**src/rtl/core/dos_pkg.sv**
```systemverilog
package dos_pkg;

    // Options area constants
    localparam logic [31:0] MAGIC_COOKIE = 32'h6382_5363;
    localparam logic [7:0]  OPT_PAD      = 8'd0;
    localparam logic [7:0]  OPT_NETMASK  = 8'd1;
    localparam logic [7:0]  OPT_ROUTERS  = 8'd3;
    localparam logic [7:0]  OPT_END      = 8'd255;

    // Result status codes
    localparam logic [1:0] ST_END      = 2'd0;
    localparam logic [1:0] ST_MISMATCH = 2'd1;
    localparam logic [1:0] ST_SHORT    = 2'd2;

    // Register index (decoded from paddr[2])
    localparam logic REG_KEEP_NETMASK = 1'b0;
    localparam logic REG_KEEP_GATEWAY = 1'b1;

    localparam int IN_TDATA_W  = 8;
    localparam int OUT_TDATA_W = 72;

    // Parser phase, one-hot
    typedef enum logic [5:0] {
        PH_IDLE   = 6'b000001,
        PH_COOKIE = 6'b000010,
        PH_TAG    = 6'b000100,
        PH_LEN    = 6'b001000,
        PH_VALUE  = 6'b010000,
        PH_DONE   = 6'b100000
    } phase_t;

    // One scan result; status sits in the lowest bits
    typedef struct packed {
        logic        gateway_found;
        logic [31:0] gateway;
        logic        netmask_found;
        logic [31:0] netmask;
        logic [1:0]  status;
    } result_t;

    localparam int RESULT_W = $bits(result_t);

endpackage

```
**src/rtl/core/dhcp_option_scanner_top.sv**
```systemverilog
// DHCP options scanner.
// Input stream: one byte of the BOOTP vendor options area per request.
//   s_tdata = data_byte, s_tuser = first_byte (restarts a scan at the cookie),
//   s_tlast = last_byte (no more data is available).
// Output stream: one request per finished scan, at the end tag, on a cookie
//   mismatch, or when the data ends before the end tag.
// Throughput: one input byte per cycle while s_tready is high. The parse state
//   updates at the edge where the byte is taken and the result is written into a
//   two-entry output queue at that same edge, so m_tvalid rises in the next cycle.
// Stall: bytes are still taken while a result waits; s_tready drops only
//   when both queue entries hold results not yet taken.
// APB: keep_netmask at 0x0, keep_gateway at 0x4; write only while idle.
// Reset: parser idle (bytes ignored until one carries first_byte), captures
//   and registers cleared, output queue empty.
module dhcp_option_scanner_top (
    input  logic                             clk,
    input  logic                             rst_n,
    // data_byte[7:0]
    input  logic [dos_pkg::IN_TDATA_W-1:0]   s_tdata,
    // first_byte[0]
    input  logic                             s_tuser,
    input  logic                             s_tlast,
    input  logic                             s_tvalid,
    output logic                             s_tready,
    // status[1:0], netmask[33:2], netmask_found[34], gateway[66:35],
    // gateway_found[67], zero[71:68]
    output logic [dos_pkg::OUT_TDATA_W-1:0]  m_tdata,
    output logic                             m_tvalid,
    input  logic                             m_tready,
    input  logic                             psel,
    input  logic                             penable,
    input  logic                             pwrite,
    input  logic [2:0]                       paddr,
    input  logic [31:0]                      pwdata,
    output logic [31:0]                      prdata,
    output logic                             pready
);
    import dos_pkg::*;

    logic    keep_netmask_reg;
    logic    keep_gateway_reg;
    logic    cfg_write;
    logic    in_take;
    logic    res_valid;
    result_t res;

    result_t    q_mem [2];
    logic       q_wr_ptr_reg;
    logic       q_rd_ptr_reg;
    logic [1:0] q_count_reg, q_count_next;
    logic       q_push;
    logic       q_pop;

    // Configuration registers
    assign pready    = 1'b1;
    assign cfg_write = psel && penable && pwrite && pready;

    always_ff @(posedge clk or negedge rst_n)
    begin
        if (!rst_n)
        begin
            keep_netmask_reg <= 1'b0;
            keep_gateway_reg <= 1'b0;
        end
        else if (cfg_write)
        begin
            if (paddr[2] == REG_KEEP_NETMASK)
                keep_netmask_reg <= pwdata[0];
            else
                keep_gateway_reg <= pwdata[0];
        end
    end

    always_comb
    begin
        if (paddr[2] == REG_KEEP_NETMASK)
            prdata = {31'd0, keep_netmask_reg};
        else
            prdata = {31'd0, keep_gateway_reg};
    end

    // Parser
    assign s_tready = (q_count_reg != 2'd2);
    assign in_take  = s_tvalid && s_tready;

    dos_parse u_parse (
        .clk          (clk),
        .rst_n        (rst_n),
        .in_take      (in_take),
        .data_byte    (s_tdata),
        .first_byte   (s_tuser),
        .last_byte    (s_tlast),
        .keep_netmask (keep_netmask_reg),
        .keep_gateway (keep_gateway_reg),
        .res_valid    (res_valid),
        .res          (res)
    );

    // Two-entry result queue
    assign q_push   = res_valid;
    assign q_pop    = m_tvalid && m_tready;
    assign m_tvalid = (q_count_reg != 2'd0);
    assign m_tdata  = {{(OUT_TDATA_W - RESULT_W){1'b0}}, q_mem[q_rd_ptr_reg]};

    always_comb
    begin
        q_count_next = q_count_reg;
        if (q_push && !q_pop)
            q_count_next = q_count_reg + 2'd1;
        else if (q_pop && !q_push)
            q_count_next = q_count_reg - 2'd1;
    end

    always_ff @(posedge clk)
    begin
        if (q_push)
            q_mem[q_wr_ptr_reg] <= res;
    end

    always_ff @(posedge clk or negedge rst_n)
    begin
        if (!rst_n)
        begin
            q_wr_ptr_reg <= 1'b0;
            q_rd_ptr_reg <= 1'b0;
            q_count_reg  <= '0;
        end
        else
        begin
            if (q_push)
                q_wr_ptr_reg <= ~q_wr_ptr_reg;
            if (q_pop)
                q_rd_ptr_reg <= ~q_rd_ptr_reg;
            q_count_reg <= q_count_next;
        end
    end

`ifndef SYNTHESIS
    // Queue never overfills
    assert property (@(posedge clk) disable iff (!rst_n)
        q_count_reg != 2'd3)
        else $error("result queue count out of range");

    // A stalled input means the queue is full and the head is pending
    assert property (@(posedge clk) disable iff (!rst_n)
        !s_tready |-> (m_tvalid && q_count_reg == 2'd2))
        else $error("input stalled without a full queue");

    // A cookie mismatch never carries captures
    assert property (@(posedge clk) disable iff (!rst_n)
        (m_tvalid && m_tdata[1:0] == ST_MISMATCH) |-> (!m_tdata[34] && !m_tdata[67]))
        else $error("mismatch result with captured values");

    // Uncaptured router reads as zero
    assert property (@(posedge clk) disable iff (!rst_n)
        (m_tvalid && !m_tdata[67]) |-> (m_tdata[66:35] == 32'd0))
        else $error("gateway nonzero without capture");
`endif

endmodule

```
**src/rtl/core/dos_parse.sv**
```systemverilog
module dos_parse (
    input  logic            clk,
    input  logic            rst_n,
    input  logic            in_take,
    input  logic [7:0]      data_byte,
    input  logic            first_byte,
    input  logic            last_byte,
    input  logic            keep_netmask,
    input  logic            keep_gateway,
    output logic            res_valid,
    output dos_pkg::result_t res
);
    import dos_pkg::*;

    phase_t      phase_reg, phase_next;
    logic [23:0] cookie_shift_reg, cookie_shift_next;
    logic [1:0]  cookie_index_reg, cookie_index_next;
    logic [7:0]  option_code_reg, option_code_next;
    logic [7:0]  bytes_left_reg, bytes_left_next;
    logic [2:0]  value_taken_reg, value_taken_next;
    logic [31:0] value_accum_reg, value_accum_next;
    logic [31:0] mask_held_reg, mask_held_next;
    logic        mask_valid_reg, mask_valid_next;
    logic [31:0] router_held_reg, router_held_next;
    logic        router_valid_reg, router_valid_next;

    logic        emit;
    logic [1:0]  emit_status;
    logic        scan_live;
    logic        finish;
    logic [31:0] full_cookie;
    logic [31:0] lane_byte;

    // Per-byte state update
    always_comb
    begin
        phase_next        = phase_reg;
        cookie_shift_next = cookie_shift_reg;
        cookie_index_next = cookie_index_reg;
        option_code_next  = option_code_reg;
        bytes_left_next   = bytes_left_reg;
        value_taken_next  = value_taken_reg;
        value_accum_next  = value_accum_reg;
        mask_held_next    = mask_held_reg;
        mask_valid_next   = mask_valid_reg;
        router_held_next  = router_held_reg;
        router_valid_next = router_valid_reg;
        emit              = 1'b0;
        emit_status       = ST_END;
        scan_live         = 1'b1;
        finish            = 1'b0;
        full_cookie       = {cookie_shift_reg, data_byte};
        lane_byte         = '0;

        // first_byte restarts the scan
        if (first_byte)
        begin
            phase_next        = PH_COOKIE;
            cookie_shift_next = '0;
            cookie_index_next = '0;
            option_code_next  = '0;
            bytes_left_next   = '0;
            value_taken_next  = '0;
            value_accum_next  = '0;
            mask_held_next    = '0;
            mask_valid_next   = 1'b0;
            router_held_next  = '0;
            router_valid_next = 1'b0;
            full_cookie       = {24'd0, data_byte};
        end

        case (phase_next)
            PH_COOKIE:
            begin
                if (cookie_index_next != 2'd3)
                begin
                    cookie_shift_next = {cookie_shift_next[15:0], data_byte};
                    cookie_index_next = cookie_index_next + 2'd1;
                end
                else
                begin
                    cookie_index_next = '0;
                    if (full_cookie != MAGIC_COOKIE)
                    begin
                        emit        = 1'b1;
                        emit_status = ST_MISMATCH;
                    end
                    else
                    begin
                        phase_next = PH_TAG;
                    end
                end
            end
            PH_TAG:
            begin
                if (data_byte == OPT_END)
                begin
                    emit        = 1'b1;
                    emit_status = ST_END;
                end
                else if (data_byte != OPT_PAD)
                begin
                    option_code_next = data_byte;
                    phase_next       = PH_LEN;
                end
            end
            PH_LEN:
            begin
                bytes_left_next  = data_byte;
                value_taken_next = '0;
                value_accum_next = '0;
                if (data_byte == 8'd0)
                    phase_next = PH_TAG;   // empty option: value zero, nothing captured
                else
                    phase_next = PH_VALUE;
            end
            PH_VALUE:
            begin
                // big-endian, left-aligned; bytes past the fourth are dropped
                if (!value_taken_next[2])
                begin
                    case (value_taken_next[1:0])
                        2'd0:    lane_byte = {data_byte, 24'd0};
                        2'd1:    lane_byte = {8'd0, data_byte, 16'd0};
                        2'd2:    lane_byte = {16'd0, data_byte, 8'd0};
                        default: lane_byte = {24'd0, data_byte};
                    endcase
                    value_accum_next = value_accum_next | lane_byte;
                    value_taken_next = value_taken_next + 3'd1;
                end
                bytes_left_next = bytes_left_next - 8'd1;
                finish          = (bytes_left_next == 8'd0);
            end
            default:
            begin
                scan_live = 1'b0;
            end
        endcase

        // Option complete: capture first nonzero mask / router unless its keep bit is set
        if (finish)
        begin
            phase_next = PH_TAG;
            if (value_accum_next != 32'd0)
            begin
                if (option_code_next == OPT_NETMASK && !keep_netmask && !mask_valid_next)
                begin
                    mask_held_next  = value_accum_next;
                    mask_valid_next = 1'b1;
                end
                else if (option_code_next == OPT_ROUTERS && !keep_gateway
                         && !router_valid_next)
                begin
                    router_held_next  = value_accum_next;
                    router_valid_next = 1'b1;
                end
            end
        end

        // Data ran out before the scan ended
        if (scan_live && !emit && last_byte)
        begin
            emit        = 1'b1;
            emit_status = ST_SHORT;
        end

        if (emit)
            phase_next = PH_DONE;
    end

    // Result taken from the updated captures
    always_comb
    begin
        res.status        = emit_status;
        res.netmask       = mask_valid_next ? mask_held_next : 32'd0;
        res.netmask_found = mask_valid_next;
        res.gateway       = router_valid_next ? router_held_next : 32'd0;
        res.gateway_found = router_valid_next;
    end

    assign res_valid = in_take && emit;

    // State registers
    always_ff @(posedge clk or negedge rst_n)
    begin
        if (!rst_n)
        begin
            phase_reg        <= PH_IDLE;
            cookie_shift_reg <= '0;
            cookie_index_reg <= '0;
            option_code_reg  <= '0;
            bytes_left_reg   <= '0;
            value_taken_reg  <= '0;
            value_accum_reg  <= '0;
            mask_held_reg    <= '0;
            mask_valid_reg   <= 1'b0;
            router_held_reg  <= '0;
            router_valid_reg <= 1'b0;
        end
        else if (in_take)
        begin
            phase_reg        <= phase_next;
            cookie_shift_reg <= cookie_shift_next;
            cookie_index_reg <= cookie_index_next;
            option_code_reg  <= option_code_next;
            bytes_left_reg   <= bytes_left_next;
            value_taken_reg  <= value_taken_next;
            value_accum_reg  <= value_accum_next;
            mask_held_reg    <= mask_held_next;
            mask_valid_reg   <= mask_valid_next;
            router_held_reg  <= router_held_next;
            router_valid_reg <= router_valid_next;
        end
    end

endmodule
```
**config.mk**
```make
export PLATFORM = sky130hd
export DESIGN_NAME = dhcp_option_scanner_top
export DESIGN_NICKNAME = d
export VERILOG_FILES = /design/src/rtl/core/dos_pkg.sv /design/src/rtl/core/dhcp_option_scanner_top.sv /design/src/rtl/core/dos_parse.sv
export SDC_FILE = /design/constraint.sdc
export NUM_CORES = 1
export LEC_CHECK = 0
export BUFFER_PORTS_ARGS = -buffer_cell sky130_fd_sc_hd__buf_2
export CORE_ASPECT_RATIO = 1.2
export CORE_MARGIN = 2
export CORE_UTILIZATION = 52
export CTS_BUF_LIST = sky130_fd_sc_hd__clkbuf_16
export CTS_CLUSTER_DIAMETER = 120
export DETAILED_ROUTE_END_ITERATION = 7
export PLACE_DENSITY = 0.77
export RECOVER_POWER = 25
export REMOVE_ABC_BUFFERS = 1
export SLEW_MARGIN = 20
export SYNTH_ARGS = -nofsm -noshare
export SYNTH_HDL_FRONTEND = slang
export SYNTH_SLANG_ARGS = --single-unit
```
**constraint.sdc**
```tcl
create_clock -name clk -period 7.2 [get_ports clk]
set_input_delay 0.72 -clock clk [delete_from_list [all_inputs] [get_ports clk]]
set_output_delay 0.72 -clock clk [all_outputs]
set_load 0.03 [all_outputs]
```
==> flow_summary.json <==
{
  "outcome": "finished with violations",
  "violations": "max-capacitance violations, max-slew violations",
  "start_kind": "flop",
  "tightest_slew_ps": 3336,
  "cts_tree": "done",
  "pwr-share-clk": 0.297,
  "drtIter0Drc": 789,
  "met2_length_mm": 15.42,
  "avgSynthCellArea_sq_um": 11.54,
  "syn_inst": 1163,
  "clk_path_buf_depth": 3,
  "rsz0062_at_grt": "no",
  "synth_area_sq_mm": 0.01342,
  "synthMuxAreaShare": 0.1089,
  "synth_top_family_by_area": "simple AND/OR/NAND/NOR gates",
  "core_sq_mm": 0.02546,
  "synth_xor_area_frac": 0.004570,
  "via_count": 9303,
  "cp-end-kind": "output pin",
  "grt_use_total": 0.2187,
  "cts_resized": 0,
  "hold_viol": 0,
  "area_growth_pct": 9.933,
  "synth-simple-area-share": 0.1221,
  "synth_cell_types": 67,
  "drt-met1-wl_mm": 11.74,
  "nFillCells": 2107,
  "total_power_mw": 4.603,
  "drive_above_1_share": 0.1880,
  "path_max_fanout": 60,
  "io_buffers": 89,
  "die_w_microns": 150.6,
  "fin_skew_ps": 11.14,
  "fmax_ghz": 0.1998,
  "required_ps": 6480,
  "yosysWarningCount": 0,
  "fin_util": 0.5792,
  "grt_pass1_vias": 9156,
  "grt_max_degree": 106,
  "placed_area_sq_mm": 0.01391,
  "antenna_found_initial": 0,
  "synthArstFlopShare": 0.5326,
  "ys_ff_latch": 291,
  "ctsHoldBuffers": 0,
  "slew_headroom": -1.224,
  "htree_levels": 1,
  "cts_setup_buffers": 0,
  "synth_edf_count": 136,
  "nets": 1268,
  "vias_per_cell": 5.948,
  "top_layer_used": "met4",
  "p_leak_nw": 6.170,
  "initial_core_util": 0.5268,
  "comb_power_share": 0.260,
  "grt-ovfl-total": 0,
  "hp-class": "in -> async",
  "fin_crit_ps": 5004,
  "firstDrtPassIters": 8,
  "place_congestion": 0.8526,
  "crit_type": "reg -> out",
  "die_area_sq_mm": 0.02711,
  "worstSkewPairLatency_ps": 550,
  "cts-buffers-inserted": 28,
  "drc": 0,
  "largest_register_ffs": 136,
  "drt-total-wl_mm": 29.92,
  "fp-row-count": 64,
  "ff_latch_area_sq_mm": 0.007965,
  "synth_compound_area_frac": 0.1165,
  "p_int_mw": 3.101,
  "clock-sinks": 291,
  "grt_pass1_wl_mm": 47.87,
  "setup_violations": 0,
  "pwr-share-seq": 0.443,
  "place_hpwl_mm": 18.36,
  "num_antenna_cells": 0,
  "drv_cap": 2,
  "cp_data_arrival_time_ps": 4280,
  "p_per_area_mw_per_mm2": 312.1,
  "ys_seq_area_frac": 0.5936,
  "cts_root_buf": "clkbuf_16",
  "slew_viol_final": 115,
  "synth_fa_ha_area_frac": 0.003731,
  "pin_count": 159,
  "regMostFlops": "q_mem",
  "met3_wirelength_mm": 1.983,
  "switching_share": 0.3262,
  "die_h_microns": 180.0,
  "clk_pin_slew_ps": 60,
  "ys.flop_type": "dfrtp_1",
  "finalSetupTns_ps": 0,
  "ir_drop_v": 0.0002029,
  "multi_input_area_sq_mm": 0.004933,
  "postRouteAntennaNets": 0,
  "final_cell_area_sq_mm": 0.01475,
  "netSwitchingPower_mw": 1.502,
  "wire_per_inst_microns": 19.13,
  "fin_crit_sh": 0.6950
}
==> logic make-up after synthesis <==
group                    Yosys count
flip-flops                       291
AO/OA/AOI/OAI                    248
adder cells (fa/ha/maj)            4
AND/OR/NAND/NOR                  347
XOR/XNOR                           7
multiplexers                     137
other                              2
buffers and inverters            127
==> per-stage QoR <==
stage	instances	setup slack (ps)	hold slack, ps
after floorplan	1078	-517.8	424.4
after global placement	1512	2591	465.9
after detailed placement	1512	2576	480.6
after CTS	1564	3139	325.0
after global routing	1564	1738	354.4
final	1564	2196	286.4
==> power groups by stage <==
stage,Clock [mW],Sequential (mW),Combinational (mW)
after floorplan,0,2.09,0.829
after global placement,0,2.06,1.18
after detailed placement,0,2.07,1.19
after CTS,1.39,2.04,1.19
after global routing,1.46,2.06,1.29
final,1.37,2.04,1.20
==> Yosys cell counts, drive strengths merged, types with 5 or more instances <==
| cell type | number | share of area |
|---|---|---|
| o22ai | 7 | 0.0033 |
| o31ai | 5 | 0.0028 |
| and2 | 6 | 0.0028 |
| a22oi | 18 | 0.010 |
| nor4 | 14 | 0.0065 |
| o21ai | 131 | 0.049 |
| or4 | 5 | 0.0039 |
| nand2b | 6 | 0.0028 |
| clkbuf | 66 | 0.018 |
| buf | 53 | 0.029 |
| nor3 | 12 | 0.0048 |
| edfxtp | 136 | 0.30 |
| mux2 | 72 | 0.060 |
| nand4 | 9 | 0.0051 |
| mux2i | 65 | 0.048 |
| inv | 8 | 0.0022 |
| a32oi | 32 | 0.021 |
| nor4b | 5 | 0.0042 |
| nor2 | 25 | 0.0070 |
| dfrtp | 154 | 0.29 |
| nor2b | 11 | 0.0051 |
| a22o | 16 | 0.010 |
| nand3 | 7 | 0.0026 |
| a21oi | 17 | 0.0063 |
| nand2 | 225 | 0.063 |
==> worst max-delay path, stage by stage, from the launching register on <==
cell and delay (ps):
dfrtp_2 520, clkbuf_1 2360, mux2_2 550, buf_2 210
==> layout make-up <==
class                           count  share of cell area
Timing Repair Buffer              104             0.03758
Multi-Input combinational cell    779              0.3345
Inverter                            8            0.002036
Tap cell                          330             0.02800
Clock buffer                       29             0.04921
Clock inverter                     23            0.008569
Sequential cell                   291              0.5401
==> routing by layer <==
metal / vias up / global-route usage
met5: - / 0
met4: 0 / 0.06766
met3: 56 / 0.03096
met2: 378 / 0.3753
met1: 4612 / 0.2873
li1: 4257 / -
==> path summary, 6_finish.rpt <==
check	slack [ps]	from	to	depth (start not counted)
min in group clk	430	pwdata[0]	keep_netmask_reg	2
worst max-delay path	2200	q_rd_ptr_reg	m_tdata[2]	3
worst min register to register	490	u_parse.value_accum_reg[6]	u_parse.value_accum_reg[6]	2
worst max register to register	3000	u_parse.phase_reg[3]	q_mem[1][55]	8
worst min-delay path	290	rst_n	u_parse.cookie_shift_reg[21]	1
max in group asynchronous	3570	rst_n	u_parse.router_held_reg[20]	2
==> cell usage in the layout, fill, tap and decap left out, drive strengths merged, types with 6 or more instances in the layout <==
master	count
nand2	225
conb	36
and2	6
nor2b	11
clkbuf	33
a22o	16
nor2	25
inv	19
dfrtp	154
mux2i	65
mux2	72
o22ai	7
nand2b	6
nand4	9
edfxtp	136
nand3	7
a22oi	18
clkinv	11
buf	100
a21oi	17
nor3	12
a32oi	32
o21ai	131
nor4	14
Power figures use the tool's default switching activity.
